File: src/rtl/usm_div_cell.sv
`default_nettype none

// One registered step of a restoring divider: shifts in the next numerator
// bit, subtracts the divisor when it fits and appends one quotient bit.
module usm_div_cell #(
    parameter int RW = 9,
    parameter int NW = 17,
    parameter int QW = 17
) (
    input  wire logic          clk,
    input  wire logic [RW-1:0] rem_in,
    input  wire logic [NW-1:0] num_in,
    input  wire logic [QW-1:0] quo_in,
    input  wire logic [RW-1:0] den_in,
    output logic      [RW-1:0] rem_out,
    output logic      [NW-1:0] num_out,
    output logic      [QW-1:0] quo_out,
    output logic      [RW-1:0] den_out
);

    logic [RW:0] trial;
    logic        fits;

    // Trial subtraction of the divisor from the shifted remainder.
    always_comb
    begin
        trial = {rem_in, num_in[NW-1]};
        fits  = (trial >= {1'b0, den_in});
    end

    always_ff @(posedge clk)
    begin
        rem_out <= fits ? RW'(trial - {1'b0, den_in}) : trial[RW-1:0];
        num_out <= num_in << 1;
        quo_out <= {quo_in[QW-2:0], fits};
        den_out <= den_in;
    end

endmodule

`default_nettype wire

File: config.mk
export PLATFORM = sky130hd
export DESIGN_NAME = usm_div_cell
export DESIGN_NICKNAME = d
export VERILOG_FILES = /design/src/rtl/usm_div_cell.sv
export SDC_FILE = /design/constraint.sdc
export NUM_CORES = 1
export LEC_CHECK = 0
export BUFFER_PORTS_ARGS = -buffer_cell sky130_fd_sc_hd__buf_2
export CAP_MARGIN = 10
export CORE_AREA = 2 2 73 75
export DETAILED_ROUTE_END_ITERATION = 16
export DIE_AREA = 0 0 75 77
export MAX_ROUTING_LAYER = met4
export PLACE_DENSITY = 0.77
export SLEW_MARGIN = 40
export SYNTH_ARGS = -nofsm -noshare
export SYNTH_HDL_FRONTEND = slang
export SYNTH_SLANG_ARGS = --single-unit
File: constraint.sdc
create_clock -name clk -period 4.5 [get_ports clk]
set_input_delay 0.45 -clock clk [delete_from_list [all_inputs] [get_ports clk]]
set_output_delay 0.45 -clock clk [all_outputs]
set_load 0.02 [all_outputs]
Yosys cells after proc, flatten, opt, wreduce, memory -nomap -nowiden:

Index checks and enable logic that the tools add are counted.

* register bits after elaboration: 51
* latch bits: 0
* RAM bits: 0
* memory bits (read-only): 0
* input bits: 53
* output and inout bits: 52
* word-level logic and storage cells: 7
* memories kept: 0

* add/sub/neg operators: 1
* $mul: 0
* div/mod/pow operators: 0
* order comparisons: 1
* eq/ne operators: 0
* shift-type cells: 0
* mux-type cells: 1
* bitwise gates (word level): 0
* reduce and logical (&&, ||, !) cells: 0

Operator list (count)
* 10-bit by 9-bit greater-or-equal comparator with 1-bit output: 1
* 9-bit 2-to-1 mux: 1
* 9-bit subtractor: 1

Longest topological paths before layout:

Gate-level depths: netlist of run 1.

* depth in word-level cells: 2
* gate-level depth with buffers: 9
* depth with buffers taken out: 9

Worst setup path before layout of run 1:

OpenSTA, ideal clock, no wires.

* path kind: in2reg
* start point: in num_in[16]
* end point: reg rem_out[2]
* library setup time: 121 ps
* arrival: 2281 ps
* required time: 4379 ps
* slack: 2098 ps
* stages on the path: 9
* path buffers: 0
* cell sequence: inv_1 -> ha_1 -> inv_1 -> fa_1 -> a211oi_2 -> o21ai_2 -> a211oi_4 -> inv_4 -> mux2_4

* longest elaborated chain between the ends: 2
* elaborated cells between the ends (all ways): 3

RTL lines
* from (decl): RTL line 12 `input wire logic [NW-1:0] num_in,`
* 10-bit by 9-bit greater-or-equal comparator with 1-bit output: RTL line 28 `fits = (trial >= {1'b0, den_in});`
* via fits: RTL line 22 `logic fits;`
* 9-bit 2-to-1 mux: RTL line 33 `rem_out <= fits ? RW'(trial - {1'b0, den_in}) : trial[RW-1:0];`
* to (signal assigned): RTL line 33
* to (decl): RTL line 15 `output logic [RW-1:0] rem_out,`

The timed path passes the listed nets, and every way through them passes these cells.

Final worst setup path of run 1:

* start point: in num_in[16]
* end point: reg rem_out[6]

Same word-level chain as after synthesis.

==> flow_summary.toml, run 1 <==
[outcome]
status = "finished clean"

[sta]
fmax_mhz = 413
post-route-period-util_pct = 53.7
tightest_slew_ns = 0.496
relSlewSlack_pct = 66.1
slew_viol_final = 0
setup_viol = 0
hold_ws_ns = 0.245
setup_slack_ns = 2.08
grt_setup_unrepaired = "no"
final-hold-violation-count = 0
tns_ns = 0
fin_crit_ns = 2.42

[global_route]
overflow = 0
antenna_found_initial = 0
grt_pass1_wl_um = 5720
grt_pass1_vias = 1340
grt_max_degree = 17
grt_usage_pct = 13.0

[synthesis]
synth.most_common_cell = "dfxtp_1"
ys_types = 44
synth_top_cells_by_count = "51 x dfxtp_1, 12 x inv_1, 9 x ha_1"
synth_top_flop_cell = "dfxtp_1"
yosysWarningCount = 0
syn_avg_cell_area_um2 = 12.3
async_flop_share_pct = 0
synth_top_area_share_pct = 59.9
synth_edf_count = 0
synth-seq-cells = 51
syn_area_mm2 = 0.00171
yosysSeqAreaShare_pct = 59.9
yosys-top-cells-area = "dfxtp_1 60%, ha_1 6.6%, inv_1 2.6%"
synthesis.nets = 202
synth_top_cell_by_area = "dfxtp_1"
syn-instance-count = 139

[pwr]
p_per_area_mw_per_mm2 = 423
p_comb_share_pct = 20.2
p_total_mw = 1.01
p_seq_share_pct = 48.9
p_clk_share_pct = 30.9
ir_drop_mv = 0.149
power.switching_mw = 0.273
p_int_mw = 0.736
switching_share_pct = 27.1
p_leak_nw = 1.19

[clock_tree]
cts_tree = "yes"
hold_buffers = 0
cts_sinks = 51
cts.root.buffer_cell = "clkbuf_8"
cts_setup_buffers = 0
htreeDepth = 2
cts_inserted_buffers = 5
clkSlewWorstSetupHoldPaths_ns = 0.10
ctsLongestPathBuffers = 2
ctsResizeCount = 0

[place]
gp_congestion = 0.847
dp.cells = 306
io_buffer_count = 102
dp_hpwl_um = 2990
pre_cts_ws_ns = 1.76
placed_area_mm2 = 0.00227

[job]
max_cap_violations = 0

[finish]
n_fill_cell = 473
finalNetCount = 306
fin_util_pct = 47.9
antenna_cells = 0
fin_area_mm2 = 0.00238
drive_gt1_share_pct = 49.6
area.growth.synth_to_final_pct = 39.8
finalNonFillerCells = 314

[detailed_routing]
postRouteAntennaNets = 0
routedWlPerCell_um = 11.9
vias = 1382
dr.pass1.iters = 4
drtIter0Drc = 28
drc = 0
routed_wirelength_um = 3740
via_per_inst = 4.40

[die]
dieArea_mm2 = 0.00578
boundaryPins = 105
fp.dieW_um = 75
placementRows = 26
core_mm2 = 0.00498
start_util_pct = 34.3
die_y_um = 77

[worst_setup_path]
cp-start-kind = "input port"
required_ns = 4.69
arrival_ns = 2.61
crit_start = "num_in[16]"
worstSetupPathType = "input port to flop"
path_max_fanout = 7
critPathCaptureType = "flop"

[hold_path]
min_from = "quo_in[1]"
hp-class = "input port to flop"
## worst paths after layout
path    endpoint  slack, ns  cells past startpoint
max   rem_out[6]       2.08                     10
min   quo_out[2]       0.24                      1
## critical path, stage by stage
cell and delay, ns:
buf_2 0.09, inv_1 0.07, ha_1 0.16, inv_1 0.05
fa_1 0.44, a211oi_2 0.35, o21ai_2 0.15, a211oi_4 0.40
inv_4 0.12, mux2_4 0.31
## power by group through the flow
stage               logic (mW)  clock network [mW]  registers, mW
global route             0.222               0.344          0.499
CTS                      0.205               0.325          0.494
floorplan               0.0826                   0          0.554
finish                   0.203               0.312          0.494
detailed placement       0.204                   0          0.505
global placement         0.200                   0          0.505
## area by class of cell
class	instances	area, um^2	area share [%]
multi-input combinational	70	602	25.2
tap	70	87.6	3.67
inverter	13	51.3	2.15
sequential	51	1020	42.8
clock buffer	5	68.8	2.89
timing repair buffer	102	510	21.4
clock inverter	3	43.8	1.84
## sequential cells by signal (all words and copies together), names as in the netlist
signal / flops
quo_out: 17
rem_out: 9
num_out: 16
den_out: 9
## cells by family (layout without fill, tap and decap cells)
logic type | after synthesis | count (layout) | share of synthesized area [%]
simple gates | 17 | 17 | 5.72
flops | 51 | 51 | 59.9
fa+ha+maj | 10 | 10 | 7.78
buf+inv | 18 | 123 | 4.84
other cells | 1 | 1 | 0.220
xor+xnor | 3 | 3 | 1.54
mux | 6 | 6 | 4.48
compound gates | 33 | 33 | 15.6
## layout by cell type, fill, tap and decap left out, drive strengths merged, types with 2 or more instances in the layout
master and n:
a2111oi 2, o211ai 4, nand3 2, buf 102
nand2b 3, dfxtp 51, a21o 3, a211oi 4
ha 9, a211o 2, clkinv 2, o31ai 2
mux2 4, inv 13, clkbuf 5, o21ai 2
nand2 4, mux2i 2, xnor2 2, nor2 2
a21oi 6
## metal layers
| metal | up-vias | share of wire, % | global-route usage (%) |
|---|---|---|---|
| li1 | 693 | - | - |
| met1 | 608 | 41 | 14.0 |
| met2 | 79 | 47 | 21.9 |
| met3 | 2 | 12 | 4.60 |
| met4 | 0 | 0.37 | 3.93 |
| met5 | - | 0 | - |
No activity file was read; power rests on OpenSTA's default activity.
==> inputs of run 2 (changes only) <==
- clock period: 4.5 -> 2.3 ns (I/O delays scaled with it)
==> run 2 against run 1 <==
Non-clock buffer count is 8 higher. Via count increased by 4.1%. Sequential share of layout area shrank 1.1 points. Setup slack got worse by 1.8 ns. Clock power rose by 94%. Sequential power is 96% higher. Combinational power increased by 110%. First-iteration DRC count grew 3.6%. Die area did not move. Routed wire length up 5.1%. Global-route usage increased by 0.61 points. Largest cell class unchanged. Highest routed layer unchanged.
==> flow_summary.toml, run 2 (synthesis gave the netlist of run 1 again) <==
[outcome]
status = "finished clean"

[die]
die_y_um = 77
start_util_pct = 34.3
fp.dieW_um = 75
core_mm2 = 0.00498
boundaryPins = 105
placementRows = 26
dieArea_mm2 = 0.00578

[clock_tree]
cts_setup_buffers = 0
cts_sinks = 51
cts_tree = "yes"
ctsLongestPathBuffers = 2
ctsResizeCount = 0
hold_buffers = 0
clkSlewWorstSetupHoldPaths_ns = 0.09
cts.root.buffer_cell = "clkbuf_8"
htreeDepth = 2
cts_inserted_buffers = 5

[finish]
layout_commonest_cell = "buf_2"
fin_util_pct = 49.1
area.growth.synth_to_final_pct = 43.4
antenna_cells = 0
most-common-layout-cells = "102 x buf_2, 51 x dfxtp_1, 12 x inv_1, 9 x ha_1, 8 x buf_4"
regMostFlops = "quo_out"
finalNetCount = 314
drive_gt1_share_pct = 51.2
largest_reg_flops = 17
reg.largest.list = "quo_out (17), num_out (16)"

[sta]
post-route-period-util_pct = 87.5
final-hold-violation-count = 0
tns_ns = 0
fmax_mhz = 497
setup_viol = 0
fin_crit_ns = 2.01
slew_viol_final = 0
setup_slack_ns = 0.288
grt_setup_unrepaired = "no"

[detailed_routing]
drtIter0Drc = 29
vias = 1438
via_per_inst = 4.47
drc = 0
routed_wirelength_um = 3940
routedWlPerCell_um = 12.2
dr.pass1.iters = 4
postRouteAntennaNets = 0

[worst_setup_path]
crit_slowest_cell = "fa_1"
path_delay_family = "compound AO/OA/AOI/OAI gates"
crit_start = "num_in[16]"
cp-start-kind = "input port"
worstSetupPathDepth = 10
path_buf_inv = 4
path_max_fanout = 6
crit_chain = "buf_2, inv_1, ha_1, inv_1, fa_1, a211oi_2, o21ai_2, a211oi_4, inv_4, mux2_4"
arrival_ns = 2.20
endpoint = "rem_out[4]"
crit_top_cell = "inv_1"
worstSetupPathType = "input port to flop"
required_ns = 2.49
critPathCaptureType = "flop"
slowest_delay_ns = 0.40

[place]
gp_congestion = 0.835
pre_cts_ws_ns = -0.0342
dp_hpwl_um = 3140
io_buffer_count = 102

[global_route]
grt_max_degree = 17
grt_pass1_wl_um = 5880
overflow = 0
grt_usage_pct = 13.6
grt_pass1_vias = 1361
antenna_found_initial = 0

[hold_path]
hp-class = "input port to flop"
min_from = "quo_in[1]"
min_path_cells = 1

[pwr]
ir_drop_mv = 0.257
p_leak_nw = 1.23
p_per_area_mw_per_mm2 = 814

[job]
max_cap_violations = 0
[run 2: power breakdown]
part / switching (mW) / internal (mW)
Combinational: 0.239 / 0.178
Clock: 0.282 / 0.324
Sequential: 0.0153 / 0.953
Total: 0.536 / 1.45
[run 2: layout make-up]
class                   instances  area, um^2
flip-flops and latches         51        1020
clock inverters                 3        43.8
clock buffers                   5        68.8
inverters                      13        51.3
well taps                      70        87.6
fillers                       458        2530
multi-input cells              70         602
repair buffers                110         571
[run 2: worst min path at each step]
stage,end
6_report,quo_out[2]
4_1_cts,num_out[11]
3_5_place_dp,quo_out[10]
5_1_grt,quo_out[10]
2_1_floorplan,den_out[0]
3_3_place_gp,num_out[3]
[run 2: through the flow]
step	power [mW]	hold WS, ns	cell area (um^2)	std cells
2_1_floorplan	1.25	0.258	1710	139
3_3_place_gp	1.40	0.332	2330	314
3_5_place_dp	1.41	0.334	2330	314
4_1_cts	2.03	0.0154	2440	322
5_1_grt	2.11	0.00710	2440	322
6_report	1.99	0.0272	2440	322
[run 2: metal layers]
| layer | share of wire [%] | vias to the layer above | wire, um | global-route usage (%) |
|---|---|---|---|---|
| met1 | 39 | 633 | 1550 | 13.7 |
| met3 | 11 | 9 | 425 | 4.34 |
| met5 | 0 | - | 0 | - |
| met4 | 1.6 | 0 | 63 | 4.29 |
| li1 | - | 710 | - | - |
| met2 | 48 | 86 | 1890 | 24.2 |
==> inputs of run 3 (changes only) <==
- BUFFER_PORTS_ARGS: -buffer_cell sky130_fd_sc_hd__buf_2 -> -buffer_cell sky130_fd_sc_hd__buf_4
- HOLD_SLACK_MARGIN: not set -> 0.03
==> run 3 against run 2 <==
Count of clock-buffer cells in the layout is the same. Design area grew 27%. Cell count grew 12%. Critical path depth shrank 1. Critical endpoint is now rem_out[6].
==> flow_summary.toml, run 3 (synthesis gave the netlist of run 1 again) <==
[detailed_routing]
postRouteAntennaNets = 0
drtIter0Drc = 29
dr.pass1.iters = 4
drc = 0
vias = 1605
via_per_inst = 4.43
routed_wirelength_um = 5000
routedWlPerCell_um = 13.8

[finish]
regMostFlops = "quo_out"
drive_gt1_share_pct = 44.2
reg.largest.list = "quo_out (17), num_out (16)"
antenna_cells = 0
largest_reg_flops = 17
fin_util_pct = 62.4
most-common-layout-cells = "109 x buf_4, 51 x dfxtp_1, 41 x dlygate4sd3_1, 12 x inv_1, 9 x ha_1"
layout_commonest_cell = "buf_4"
finalNetCount = 354
area.growth.synth_to_final_pct = 82.2

[clock_tree]
cts_inserted_buffers = 5
cts.root.buffer_cell = "clkbuf_8"
clkSlewWorstSetupHoldPaths_ns = 0.09
htreeDepth = 2
cts_sinks = 51
ctsLongestPathBuffers = 2
cts_tree = "yes"

[die]
dieArea_mm2 = 0.00578
start_util_pct = 34.3
fp.dieW_um = 75
die_y_um = 77
placementRows = 26
core_mm2 = 0.00498
boundaryPins = 105

[global_route]
grt_usage_pct = 17.1
grt_pass1_wl_um = 7420
overflow = 0
grt_pass1_vias = 1644
antenna_found_initial = 0
grt_max_degree = 17

[place]
gp_congestion = 0.816
io_buffer_count = 102
dp_hpwl_um = 3320

[worst_setup_path]
path_max_fanout = 6
critPathCaptureType = "flop"
endpoint = "rem_out[6]"
required_ns = 2.49
cp-start-kind = "input port"
crit_start = "den_in[7]"
arrival_ns = 2.39
worstSetupPathType = "input port to flop"

[pwr]
p_leak_nw = 1.49
p_clk_share_pct = 28.9
p_per_area_mw_per_mm2 = 684
p_total_mw = 2.12
ir_drop_mv = 0.340
switching_share_pct = 26.5
p_seq_share_pct = 45.8
p_int_mw = 1.56
power.switching_mw = 0.564
p_comb_share_pct = 25.3

[sta]
setup_viol = 0
post-route-period-util_pct = 95.6
fin_crit_ns = 2.20
slew_viol_final = 0
fmax_mhz = 455
tns_ns = 0
final-hold-violation-count = 0

[outcome]
status = "finished clean"

[job]
max_cap_violations = 0

[hold_path]
hp-class = "input port to flop"
-- run 3: how the worst min path moves through the flow --
stage / from / end / slack (ns) / cells past startpoint
floorplan: den_in[0] / den_out[0] / 0.26 / 0
global placement: quo_in[10] / quo_out[11] / 0.33 / 1
detailed placement: quo_in[14] / quo_out[15] / 0.34 / 1
CTS: num_in[6] / num_out[7] / 0.03 / 1
global route: rem_in[1] / rem_out[2] / 0.15 / 2
finish: rem_in[3] / rem_out[4] / 0.16 / 2
-- run 3: layer usage --
layer  share of wire, %  GRT usage (%)
met5                  0              -
met4               0.88           3.75
met3                9.8           4.47
met2                 51           30.8
met1                 39           18.3
-- run 3: area by class of cell --
| class | count | area [um^2] |
|---|---|---|
| clock buffers | 5 | 68.8 |
| clock inverters | 3 | 43.8 |
| fillers | 400 | 1870 |
| inverters | 13 | 51.3 |
| multi-input cells | 70 | 606 |
| flip-flops and latches | 51 | 1020 |
| well taps | 70 | 87.6 |
| repair buffers | 150 | 1230 |
-- run 3: per-stage QoR --
step	cells	setup slack, ns	hold slack (ns)	cell area [um^2]
final	362	0.100	0.165	3110
after global routing	362	-0.00229	0.154	3110
after CTS	356	0.00803	0.0305	3050
after detailed placement	312	-0.0199	0.335	2570
after global placement	312	0.0170	0.334	2570
after floorplan	139	0.118	0.258	1710
-- run 3: worst max-delay path, stage by stage --
cell	delay, ns
dlygate4sd3_1	0.53
buf_4	0.14
inv_1	0.05
ha_1	0.23
a21o_1	0.19
a211o_1	0.35
a211oi_4	0.27
inv_4	0.10
mux2_4	0.30
-- run 3: what timing repair did --
item / CTS / global route
hold buffers: 36 / 5
endpoints found under the setup margin: 0 / 6
hold endpoints to repair: 36 / 5
buffers inserted: 0 / 1
gates resized for setup: 0 / 1
-- run 3: power by group through the flow --
stage | Clock, mW | Combinational, mW | Sequential [mW]
finish | 0.613 | 0.537 | 0.974
global route | 0.671 | 0.580 | 0.981
CTS | 0.638 | 0.526 | 0.974
detailed placement | 0 | 0.475 | 0.994
global placement | 0 | 0.466 | 0.993
floorplan | 0 | 0.162 | 1.08
