### src/rtl/usm_pkg.sv
`default_nettype none

package usm_pkg;

    // Reset values of the configuration registers.
    localparam logic [15:0] RADIUS_RST   = 16'd256;
    localparam logic [7:0]  RINGS_RST    = 8'd9;
    localparam logic [7:0]  SECTIONS_RST = 8'd9;

    // Configuration register indexes.
    localparam logic [1:0] CFG_RADIUS   = 2'd0;
    localparam logic [1:0] CFG_RINGS    = 2'd1;
    localparam logic [1:0] CFG_SECTIONS = 2'd2;

    // Default parameter values.
    localparam int CORDIC_STAGES_DEF = 16;
    localparam int INDEX_BITS_DEF    = 16;

    // CORDIC start vector length, 0.60725293 in Q2.30.
    localparam logic signed [33:0] CORDIC_GAIN = 34'sd652032874;

    // Arctangent of 2^-k as a fraction of a turn, scaled by 2^32.
    function automatic logic [31:0] atan_turn(input int k);
        logic [31:0] v;
        case (k)
            0:       v = 32'd536870912;
            1:       v = 32'd316933406;
            2:       v = 32'd167458907;
            3:       v = 32'd85004756;
            4:       v = 32'd42667331;
            5:       v = 32'd21354465;
            6:       v = 32'd10679838;
            7:       v = 32'd5340245;
            8:       v = 32'd2670163;
            9:       v = 32'd1335087;
            10:      v = 32'd667544;
            11:      v = 32'd333772;
            12:      v = 32'd166886;
            13:      v = 32'd83443;
            14:      v = 32'd41722;
            15:      v = 32'd20861;
            16:      v = 32'd10430;
            17:      v = 32'd5215;
            18:      v = 32'd2608;
            19:      v = 32'd1304;
            20:      v = 32'd652;
            21:      v = 32'd326;
            22:      v = 32'd163;
            23:      v = 32'd81;
            default: v = 32'd0;
        endcase
        return v;
    endfunction

endpackage

`default_nettype wire

### src/rtl/usm_cordic_cell.sv
`default_nettype none

// One registered CORDIC rotation step with a fixed shift.
module usm_cordic_cell #(
    parameter int K = 0
) (
    input  wire logic               clk,
    input  wire logic signed [33:0] x_in,
    input  wire logic signed [33:0] y_in,
    input  wire logic signed [32:0] z_in,
    output logic      signed [33:0] x_out,
    output logic      signed [33:0] y_out,
    output logic      signed [32:0] z_out
);

    localparam logic signed [32:0] ATAN = $signed({1'b0, usm_pkg::atan_turn(K)});

    // Rotate toward zero residual angle; arithmetic shifts floor.
    always_ff @(posedge clk)
    begin
        if (!z_in[32])
        begin
            x_out <= x_in - (y_in >>> K);
            y_out <= y_in + (x_in >>> K);
            z_out <= z_in - ATAN;
        end
        else
        begin
            x_out <= x_in + (y_in >>> K);
            y_out <= y_in - (x_in >>> K);
            z_out <= z_in + ATAN;
        end
    end

endmodule

`default_nettype wire

### config.mk
export PLATFORM = sky130hd
export DESIGN_NAME = usm_cordic_cell
export DESIGN_NICKNAME = d
export VERILOG_FILES = /design/src/rtl/usm_pkg.sv /design/src/rtl/usm_cordic_cell.sv
export SDC_FILE = /design/constraint.sdc
export NUM_CORES = 1
export LEC_CHECK = 0
export ABC_CLOCK_PERIOD_IN_PS = 6300
export BUFFER_PORTS_ARGS = -buffer_cell sky130_fd_sc_hd__buf_2
export CAP_MARGIN = 25
export CORE_UTILIZATION = 59
export DETAILED_ROUTE_END_ITERATION = 8
export PLACE_DENSITY = 0.87
export REMOVE_ABC_BUFFERS = 1
export SLEW_MARGIN = 20
export SYNTH_ARGS = -nofsm -noshare
export SYNTH_HDL_FRONTEND = slang
export SYNTH_SLANG_ARGS = --single-unit
### constraint.sdc
create_clock -name clk -period 6.3 [get_ports clk]
set_clock_uncertainty 0.1 [all_clocks]
set_input_delay 1.26 -clock clk [delete_from_list [all_inputs] [get_ports clk]]
set_output_delay 1.26 -clock clk [all_outputs]
set_load 0.02 [all_outputs]
# Word level (Yosys, flattened, before mapping)
# Cells that the tools add are included.
totals:
  output_inout_bits: 101
  register_bits: 101
classes:
  muxes: 3
  addsub: 5
op_table:
  columns: ["cell", "n"]
  rows:
  - ["2-to-1 mux 34 bit", 2]
  - ["subtractor 34 bit", 2]
  - ["adder 34 bit", 1]
  - ["adder 33 x 31 -> 33 bit (second input constant)", 1]
  - ["2-to-1 mux 33 bit", 1]
  - ["subtractor 33 x 31 -> 33 bit (second input constant)", 1]

# Longest topological paths before layout
# Gate-level depths: netlist of run 1.
logic_depth:
  ltp_word: 2
  mapped_depth: 12

# Worst setup path before layout of run 1
# OpenSTA, ideal clock, no wires.
synth_timing:
  path_kind: "input-to-reg"
  startpoint: "in x_in[6]"
  endpoint: "reg x_out[32]"
  slack_ns: 2.344
  arrival_ns: 3.724
  path_buffers: 1
  cell_stages: 12
  setup_time_ns: 0.132
  cell_sequence: "inv_1 > ha_1 > buf_6 > or4_4 > a21oi_2 > o311ai_1 > o311a_2 > a21o_1 > o41a_1 > nor3_4 > a311oi_1 > xor2_1"
synth_via:
  elab_chain_cells: 2
  word_cells_on_any_way: 3
  cone_classes: "2 x add/sub; 1 x mux"
synth_rtl:
  columns: ["element", "line_no", "text"]
  rows:
  - ["start, declared", "usm_cordic_cell.sv:8", "input wire logic signed [33:0] x_in,"]
  - ["subtractor 34 bit / adder 34 bit (equally long branches)", "usm_cordic_cell.sv:23, usm_cordic_cell.sv:29", null]
  - ["2-to-1 mux 34 bit (*)", "usm_cordic_cell.sv:21", "if (!z_in[32])"]
  - ["end signal, assigned", "usm_cordic_cell.sv:23", "x_out <= x_in - (y_in >>> K);"]
  - ["end signal, assigned", "usm_cordic_cell.sv:29", "x_out <= x_in + (y_in >>> K);"]
  - ["end, declared", "usm_cordic_cell.sv:11", "output logic signed [33:0] x_out,"]
# Every way passes the cells marked *; elsewhere a longest branch is shown, timed or not.

# Final worst setup path of run 1
layout_timing:
  startpoint: "in x_in[2]"
  endpoint: "reg x_out[33]"
# The elaborated chain is that of the path after synthesis.

==> impl_metrics.json, run 1 <==
{
  "p_seq_share_pct": 33.9,
  "clkSlewWorstSetupHoldPaths_ns": 0.08,
  "synth-edff-count": 0,
  "grt_pass1_wl_mm": 39.1,
  "synthArstFlopShare_pct": 0,
  "core_um2": 13200,
  "cap_violations": 0,
  "cp_slowest_stage_delay_ns": 0.54,
  "vias": 8333,
  "cts_htree_levels": 3,
  "ys_top_cells_by_area": "dfxtp_1 (25%), ha_1 (16%), a21oi_1 (7.8%), xnor2_1 (6.6%), inv_1 (4.8%)",
  "status": "finished, final reports clean",
  "num_antenna_cells": 0,
  "final-setup-viol-count": 0,
  "synthTopCellsByCount": "a21oi_1 (124), inv_1 (103), ha_1 (102), nor2_1 (101), dfxtp_1 (100)",
  "p_sw_mw": 0.932,
  "worstHoldEndpoint": "z_out[22]",
  "wl_per_cell_um": 17.8,
  "antenna_found_initial": 0,
  "hold_buffers": 0,
  "post-cts-setup-buffer-count": 0,
  "drcViolationCount": 0,
  "cts_made_buffers": 9,
  "rows": 42,
  "irDropWorstVdd_v": 0.000142,
  "cp-end-kind": "flip-flop",
  "synth.most_common_cell": "a21oi_1",
  "finalNonFillerCells": 1379,
  "period_share_pct": 66.5,
  "drive_gt1_share_pct": 19.7,
  "yosysSeqAreaShare_pct": 25.1,
  "synth_top_area_share_pct": 25.1,
  "rsz0062_at_grt": "false",
  "avgViaCountPerCell": 6.04,
  "fp.dieW_um": 118,
  "io_pins": 203,
  "clock_path_buffers": 2,
  "switching_share_pct": 40.6,
  "syn-cell-area_um2": 7980,
  "cp_common_cell": "o21ai_0",
  "avgSynthCellArea_um2": 7.78,
  "whs_path_depth": 1,
  "cts_resized": 0,
  "grt_max_degree": 82,
  "grt_pass1_vias": 7750,
  "path_cells": "buf_2 -> inv_1 -> ha_1 -> clkinv_1 -> a2111oi_0 -> nor4b_1 -> o21ai_0 -> a21oi_1 -> o21ai_0 -> a21o_1 -> o211a_1 -> xor2_1",
  "hold_class": "input pin to flip-flop",
  "slew_headroom_pct": 43.2,
  "crit_path_top_delay_cell": "a2111oi_0",
  "grt_util_all_layers_pct": 35.0,
  "firstDrtPassIters": 5,
  "syn_to_final_growth_pct": 17.2,
  "final_nets": 1406,
  "final-hold-violation-count": 0,
  "syn_inst": 1025,
  "cp_data_arrival_time_ns": 4.39,
  "p_comb_share_pct": 40.8,
  "cts.sinks": 100,
  "final_antenna_net_count": 0,
  "die_area_um2": 14000,
  "wl_mm": 24.6,
  "internal_power_mw": 1.37,
  "place.gp.congestion": 0.982,
  "crit_type": "input pin to flip-flop",
  "hp-start": "z_in[22]",
  "root_buffer": "clkbuf_16",
  "hpwl_mm": 19.3,
  "hold_slack_ns": 0.892,
  "critPathLaunch": "x_in[2]",
  "cts_tree": "done",
  "crit_fanout": 8,
  "cp.required_ns": 6.50,
  "ys.warnings.count": 0,
  "finalCriticalPeriod_ns": 4.19,
  "cellPowerDensity_nw_per_um2": 246,
  "ys_ff_latch": 100,
  "synth_top_area_cell": "dfxtp_1",
  "slew_violations": 0,
  "p_leak_nw": 4.50,
  "grt-ovfl-total": 0,
  "synthFlopType": "dfxtp_1",
  "tightestPinTransition_ns": 0.852,
  "final.setup.tns_ns": 0,
  "p_clk_share_pct": 25.4,
  "critPathLaunchType": "input pin",
  "cpLargestDelayFamily": "compound AO/OA/AOI/OAI gates",
  "dp_cells": 1363,
  "port_buffers": 202,
  "ys_types": 71,
  "start_util_pct": 60.5,
  "max_clock_freq_ghz": 0.239,
  "die_y_um": 118,
  "drtIter0Drc": 760,
  "critPathBufInv": 3
}
==> registers in the layout (all words and copies together), names as in the netlist <==
| signal | cells |
|---|---|
| x_out | 34 |
| z_out | 33 |
| y_out | 33 |
==> power groups by stage <==
stage	clock [mW]	sequential, mW	combinational [mW]
floorplan	0	0.942	0.456
global placement	0	0.790	0.911
detailed placement	0	0.793	0.917
CTS	0.583	0.779	0.923
global route	0.613	0.788	1.00
finish	0.583	0.778	0.937
==> placed cells by master (no fill, tap or decap), types with 4 or more instances in the layout <==
cell type	synthesis	layout
buf_2	5	202
a21oi_1	124	124
inv_1	103	103
ha_1	102	102
nor2_1	101	101
dfxtp_1	100	100
o21ai_0	74	74
xnor2_1	60	60
nand2_1	44	44
o21bai_1	23	23
a21o_1	22	22
nor3_1	21	21
mux2i_1	16	16
nand4_1	14	14
o31ai_1	13	13
nand3_1	11	11
o21a_1	10	10
nor4_1	10	10
a211oi_1	9	9
clkbuf_16	0	9
clkinv_1	8	8
nand2b_1	8	8
nor2b_1	7	7
or3_1	7	7
or2_2	7	7
a221oi_1	6	6
and2_1	5	5
o211ai_1	5	5
a31oi_1	5	5
xor2_1	4	4
o31a_1	4	4
fa_1	4	4
==> per-stage QoR <==
step | power [mW] | setup slack (ns) | instance area (um^2) | util (%)
3_3_place_gp | 1.70 | 1.90 | 9040 | 68.5
3_5_place_dp | 1.71 | 1.83 | 9040 | 68.5
6_report | 2.30 | 2.11 | 9350 | 70.9
5_1_grt | 2.41 | 1.92 | 9350 | 70.9
4_1_cts | 2.29 | 2.20 | 9350 | 70.9
2_1_floorplan | 1.40 | 2.37 | 7790 | -
==> worst max path at each step <==
stage	to	slack, ns	cells past startpoint
2_1_floorplan	x_out[32]	2.37	11
3_3_place_gp	y_out[30]	1.90	12
3_5_place_dp	y_out[32]	1.83	12
4_1_cts	y_out[32]	2.20	12
5_1_grt	y_out[32]	1.92	12
6_report	x_out[33]	2.11	12
==> per-layer routing <==
layer | GRT usage, % | up-vias | wire length, um
li1 | - | 3928 | -
met1 | 45.1 | 3859 | 10300
met2 | 58.8 | 480 | 11500
met3 | 5.07 | 66 | 2160
met4 | 13.2 | 0 | 728
met5 | 0 | - | 0
==> layout make-up <==
cell class,instances,area [um^2]
Inverter,112,420
Clock inverter,7,81.3
Sequential cell,100,2000
Clock buffer,9,225
Tap cell,176,220
Multi-Input combinational cell,771,5370
Timing Repair Buffer,204,1030
Fill cell,1107,3840
==> cells by family (layout without fill, tap and decap cells) <==
| family | count (synthesis) | count (layout) | synth area share (%) |
|---|---|---|---|
| AOI/OAI and AO/OA | 340 | 340 | 26.9 |
| and+or+nand+nor | 245 | 245 | 14.5 |
| muxes | 16 | 16 | 2.01 |
| DFF | 100 | 100 | 25.1 |
| adders and majority gates | 106 | 106 | 17.0 |
| buffers and inverters | 154 | 332 | 7.56 |
| xor gates and xnor gates | 64 | 64 | 7.03 |
No activity file was read; power rests on OpenSTA's default activity.
==> run 2, diff against run 1 <==
- ABC_CLOCK_PERIOD_IN_PS: 6300 -> 3500
- CORE_UTILIZATION: 59 -> 49
- PLACE_DENSITY: 0.87 -> 0.78
- clock period: 6.3 -> 3.5 ns (I/O delays scaled with it)
==> run 2 against run 1 <==
  * Largest cell class unchanged
  * Clock-buffer cell count did not move
  * Global-route usage shrank 2.9 points
  * Sequential power increased by 81%
  * Highest routed layer unchanged
  * Flip-flop and latch count unchanged
  * Power up 92%
  * Non-clock buffer count is 140 higher
  * Clock power grew 84%
  * First-iteration DRC count is 32% higher
  * Combinational power is 100% higher
  * Design area increased by 12%
==> impl_metrics.json, run 2 (synthesis gave the netlist of run 1 again) <==
{
  "final_nets": 1546,
  "finalCriticalPeriod_ns": 3.37,
  "slew_headroom_pct": 68.8,
  "irDropWorstVdd_v": 0.000267,
  "num_antenna_cells": 0,
  "start_util_pct": 50.2,
  "n_fill_cell": 1453,
  "fp.dieW_um": 130,
  "clock_path_buffers": 2,
  "root_buffer": "clkbuf_16",
  "hp-start": "z_in[7]",
  "post-cts-setup-buffer-count": 0,
  "cts_htree_levels": 3,
  "max_clock_freq_ghz": 0.297,
  "hold_buffers": 0,
  "largest_reg_flops": 34,
  "critPathLaunch": "x_in[7]",
  "drive_gt1_share_pct": 28.1,
  "port_buffers": 202,
  "cp.required_ns": 3.66,
  "reg_top3": "x_out x34, y_out x33, z_out x33",
  "critPathLaunchType": "input pin",
  "clkSlewWorstSetupHoldPaths_ns": 0.08,
  "p_comb_share_pct": 43.7,
  "wl_mm": 26.9,
  "place_area_um2": 10200,
  "final_common_cell": "buf_2",
  "grt_max_degree": 67,
  "regMostFlops": "x_out",
  "p_leak_nw": 5.19,
  "cellPowerDensity_nw_per_um2": 420,
  "layout_common_cells": "buf_2 (202), buf_4 (141), a21oi_1 (124)",
  "fin_util_pct": 65.9,
  "tightestPinTransition_ns": 0.456,
  "die_y_um": 130,
  "io_pins": 203,
  "p_seq_share_pct": 32.0,
  "slew_violations": 0,
  "syn_to_final_growth_pct": 31.2,
  "p_clk_share_pct": 24.3,
  "p_sw_mw": 1.76,
  "cpLargestDelayFamily": "compound AO/OA/AOI/OAI gates",
  "hold_class": "input pin to flip-flop",
  "wl_per_cell_um": 17.3,
  "place.gp.congestion": 0.985,
  "cp-end-kind": "flip-flop",
  "rows": 46,
  "antenna_found_initial": 0,
  "path_cells": "buf_2 -> inv_1 -> ha_1 -> nor4_1 -> o21ai_0 -> o21ai_1 -> nor2_1 -> o41ai_1 -> buf_4 -> o21ai_0 -> a21oi_1 -> buf_4 -> o211ai_1 -> o311a_1",
  "crit_type": "input pin to flip-flop",
  "core_um2": 15900,
  "final-hold-violation-count": 0,
  "drtIter0Drc": 1000,
  "switching_share_pct": 40.1,
  "final_antenna_net_count": 0,
  "cp_data_arrival_time_ns": 3.52,
  "cts_made_buffers": 9,
  "cts_resized": 0,
  "status": "finished, final reports clean",
  "drcViolationCount": 0,
  "crit_fanout": 5,
  "period_share_pct": 96.2,
  "internal_power_mw": 2.64,
  "final_area_um2": 10500,
  "grt_pass1_vias": 8295,
  "die_area_um2": 16800,
  "hpwl_mm": 21.8,
  "crit_path_top_delay_cell": "nor4_1",
  "grt_util_all_layers_pct": 32.1,
  "critPathBufInv": 4,
  "final-setup-viol-count": 0,
  "cap_violations": 0,
  "firstDrtPassIters": 6,
  "cts.sinks": 100,
  "cts_tree": "done",
  "grt_pass1_wl_mm": 41.6,
  "cp_slowest_stage_delay_ns": 0.43,
  "avgViaCountPerCell": 5.60,
  "rsz0062_at_grt": "false",
  "grt-ovfl-total": 0,
  "vias": 8727
}
-- run 2: cell types whose count changed in the layout (fill, tap and decap cells not counted) --
cell,change
a2111oi_0,-1
clkinv_8,+1
buf_4,+139
o21ai_1,+1
o21ai_0,-1
a2111oi_1,+1
buf_12,+1
inv_8,-1
-- run 2: final timing paths --
| kind | to | cells past startpoint |
|---|---|---|
| worst max-delay path | x_out[31] | 14 |
| worst min-delay path | z_out[7] | 1 |
-- run 2: cell type report --
class,count,area [um^2],share of cell area [%]
clock buffer,9,225,2.15
clock inverter,7,86.3,0.825
inverter,112,420,4.02
multi-input combinational,771,5370,51.3
sequential,100,2000,19.1
tap,216,270,2.58
timing repair buffer,344,2090,20.0
-- run 2: per-layer routing --
metal	vias up	share of wire [%]	global-route usage, %
met2	465	46	55.2
met5	-	0	0
met4	0	2.9	11.7
li1	4189	-	-
met3	66	8.7	5.20
met1	4007	42	40.3
-- run 2: power by group through the flow --
stage / Sequential (mW) / Combinational (mW) / Clock (mW)
6_report: 1.41 / 1.92 / 1.07
5_1_grt: 1.43 / 2.07 / 1.12
4_1_cts: 1.41 / 1.90 / 1.07
3_5_place_dp: 1.43 / 1.89 / 0
3_3_place_gp: 1.43 / 1.87 / 0
2_1_floorplan: 1.69 / 0.821 / 0
-- run 2: through the flow --
step	total power, mW	hold slack (ns)	TNS (ns)	setup WS (ns)	std cells
final	4.40	0.325	0	0.134	1559
after global routing	4.62	0.318	0	0.0109	1559
after CTS	4.38	0.323	0	0.220	1559
after detailed placement	3.32	0.704	-0.958	-0.149	1543
after global placement	3.30	0.702	-1.19	-0.165	1543
after floorplan	2.52	0.628	0	0.134	983
==> run 3, diff against run 2 <==
- PLACE_DENSITY: 0.78 -> 0.83
==> run 3 against run 2 <==
  * Flip-flop and latch count did not move
  * Wire length rose by 0.56%
  * Sequential power barely moved
  * Hold slack improved by 0.011 ns
  * Cell count fell by 1.2%
  * Via count rose by 0.37%
  * Largest cell class unchanged
  * Largest power group unchanged
==> impl_metrics.json, run 3 (synthesis gave the netlist of run 1 again) <==
{
  "clock_path_buffers": 2,
  "regMostFlops": "x_out",
  "finalNonFillerCells": 1540,
  "tightestPinTransition_ns": 0.678,
  "cts_tree": "done",
  "grt_pass1_vias": 8364,
  "layout_common_cells": "buf_2 (202), a21oi_1 (124), buf_4 (121)",
  "period_share_pct": 94.9,
  "hpwl_mm": 21.8,
  "core_um2": 15900,
  "largest_reg_flops": 34,
  "crit_path_top_delay_cell": "fa_1",
  "fp.dieW_um": 130,
  "start_util_pct": 50.2,
  "max_clock_freq_ghz": 0.301,
  "antenna_found_initial": 1,
  "die_area_um2": 16800,
  "crit_type": "input pin to flip-flop",
  "crit_fanout": 3,
  "die_y_um": 130,
  "cp_slowest_stage_delay_ns": 0.40,
  "wl_mm": 27.1,
  "dp_cells": 1523,
  "avgViaCountPerCell": 5.69,
  "final-setup-viol-count": 0,
  "firstDrtPassIters": 5,
  "cts.sinks": 100,
  "drcViolationCount": 0,
  "p_leak_nw": 5.09,
  "wl_per_cell_um": 17.6,
  "cap_violations": 0,
  "cp_data_arrival_time_ns": 3.47,
  "cp.required_ns": 3.65,
  "final_antenna_net_count": 0,
  "cellPowerDensity_nw_per_um2": 422,
  "port_buffers": 202,
  "finalCriticalPeriod_ns": 3.32,
  "fin_util_pct": 65.0,
  "rows": 46,
  "grt_util_all_layers_pct": 32.4,
  "vias": 8759,
  "critPathLaunchType": "input pin",
  "grt-ovfl-total": 0,
  "drive_gt1_share_pct": 27.0,
  "io_pins": 203,
  "reg_top3": "x_out x34, y_out x33, z_out x33",
  "grt_pass1_wl_mm": 42.2,
  "slew_violations": 0,
  "grt_max_degree": 37,
  "final_common_cell": "buf_2",
  "final_nets": 1526,
  "irDropWorstVdd_v": 0.000284,
  "syn_to_final_growth_pct": 29.4,
  "cp-end-kind": "flip-flop",
  "path_cells": "buf_2 -> inv_1 -> ha_1 -> fa_1 -> nor2b_1 -> o21bai_1 -> a21oi_1 -> a21o_1 -> a211oi_1 -> o31ai_1 -> a2111oi_0 -> a311o_1 -> xnor2_1",
  "clkSlewWorstSetupHoldPaths_ns": 0.08,
  "hold_class": "input pin to flip-flop",
  "place.gp.congestion": 0.966,
  "root_buffer": "clkbuf_16",
  "rsz0062_at_grt": "false",
  "slew_headroom_pct": 54.7,
  "final-hold-violation-count": 0,
  "cts_htree_levels": 3,
  "status": "finished, final reports clean",
  "hold_buffers": 0,
  "cts_made_buffers": 9,
  "drtIter0Drc": 948
}
[run 3: stage by stage]
stage          TNS (ns)  worst slack [ns]  cell area [um^2]  hold WS (ns)  total power [mW]
6_report              0             0.178             10300         0.336              4.36
5_1_grt               0            0.0391             10300         0.320              4.59
4_1_cts               0             0.226             10300         0.328              4.35
3_5_place_dp      -1.23            -0.135             10000         0.704              3.29
3_3_place_gp     -0.310           -0.0722             10000         0.702              3.27
2_1_floorplan         0             0.134              7790         0.628              2.52
[run 3: path summary, 6_finish.rpt]
| kind | startpoint | to | slack [ns] | cells after the start |
|---|---|---|---|---|
| max | y_in[0] | y_out[32] | 0.18 | 13 |
| min | z_in[15] | z_out[15] | 0.34 | 1 |
[run 3: where the power goes]
part | switching (mW) | internal (mW) | total [mW] | leakage, nW
Clock | 0.541 | 0.516 | 1.06 | 0.152
Sequential | 0.0609 | 1.35 | 1.41 | 0.844
Combinational | 1.15 | 0.747 | 1.90 | 4.09
Total | 1.75 | 2.61 | 4.36 | 5.09
[run 3: layout make-up]
cell class / instances / area [um^2]
fill: 1431 / 5560
multi-input combinational: 771 / 5370
sequential: 100 / 2000
timing repair buffer: 324 / 1940
inverter: 112 / 420
tap: 216 / 270
clock buffer: 9 / 225
clock inverter: 7 / 88.8
antenna: 1 / 2.50
[run 3: critical path, delay by kind of cell]
kind / cells / cell delay [ns]
buffers and inverters: 2 / 0.14
AND/OR/NAND/NOR: 1 / 0.21
XOR/XNOR: 1 / 0.13
AO/OA/AOI/OAI: 7 / 1.69
adder cells (fa/ha/maj): 2 / 0.59
[run 3: metal layers]
layer | up-vias | wire (um) | global-route usage [%]
li1 | 4174 | - | -
met1 | 4039 | 11500 | 41.0
met2 | 478 | 12200 | 53.1
met4 | 0 | 1050 | 15.6
met3 | 68 | 2270 | 5.99
met5 | - | 0 | 0
[run 3: what timing repair did]
action,in CTS,in global routing
setup endpoints to repair,0,5
gates resized for setup,0,1
hold endpoints to repair,0,0
buffers inserted,0,0
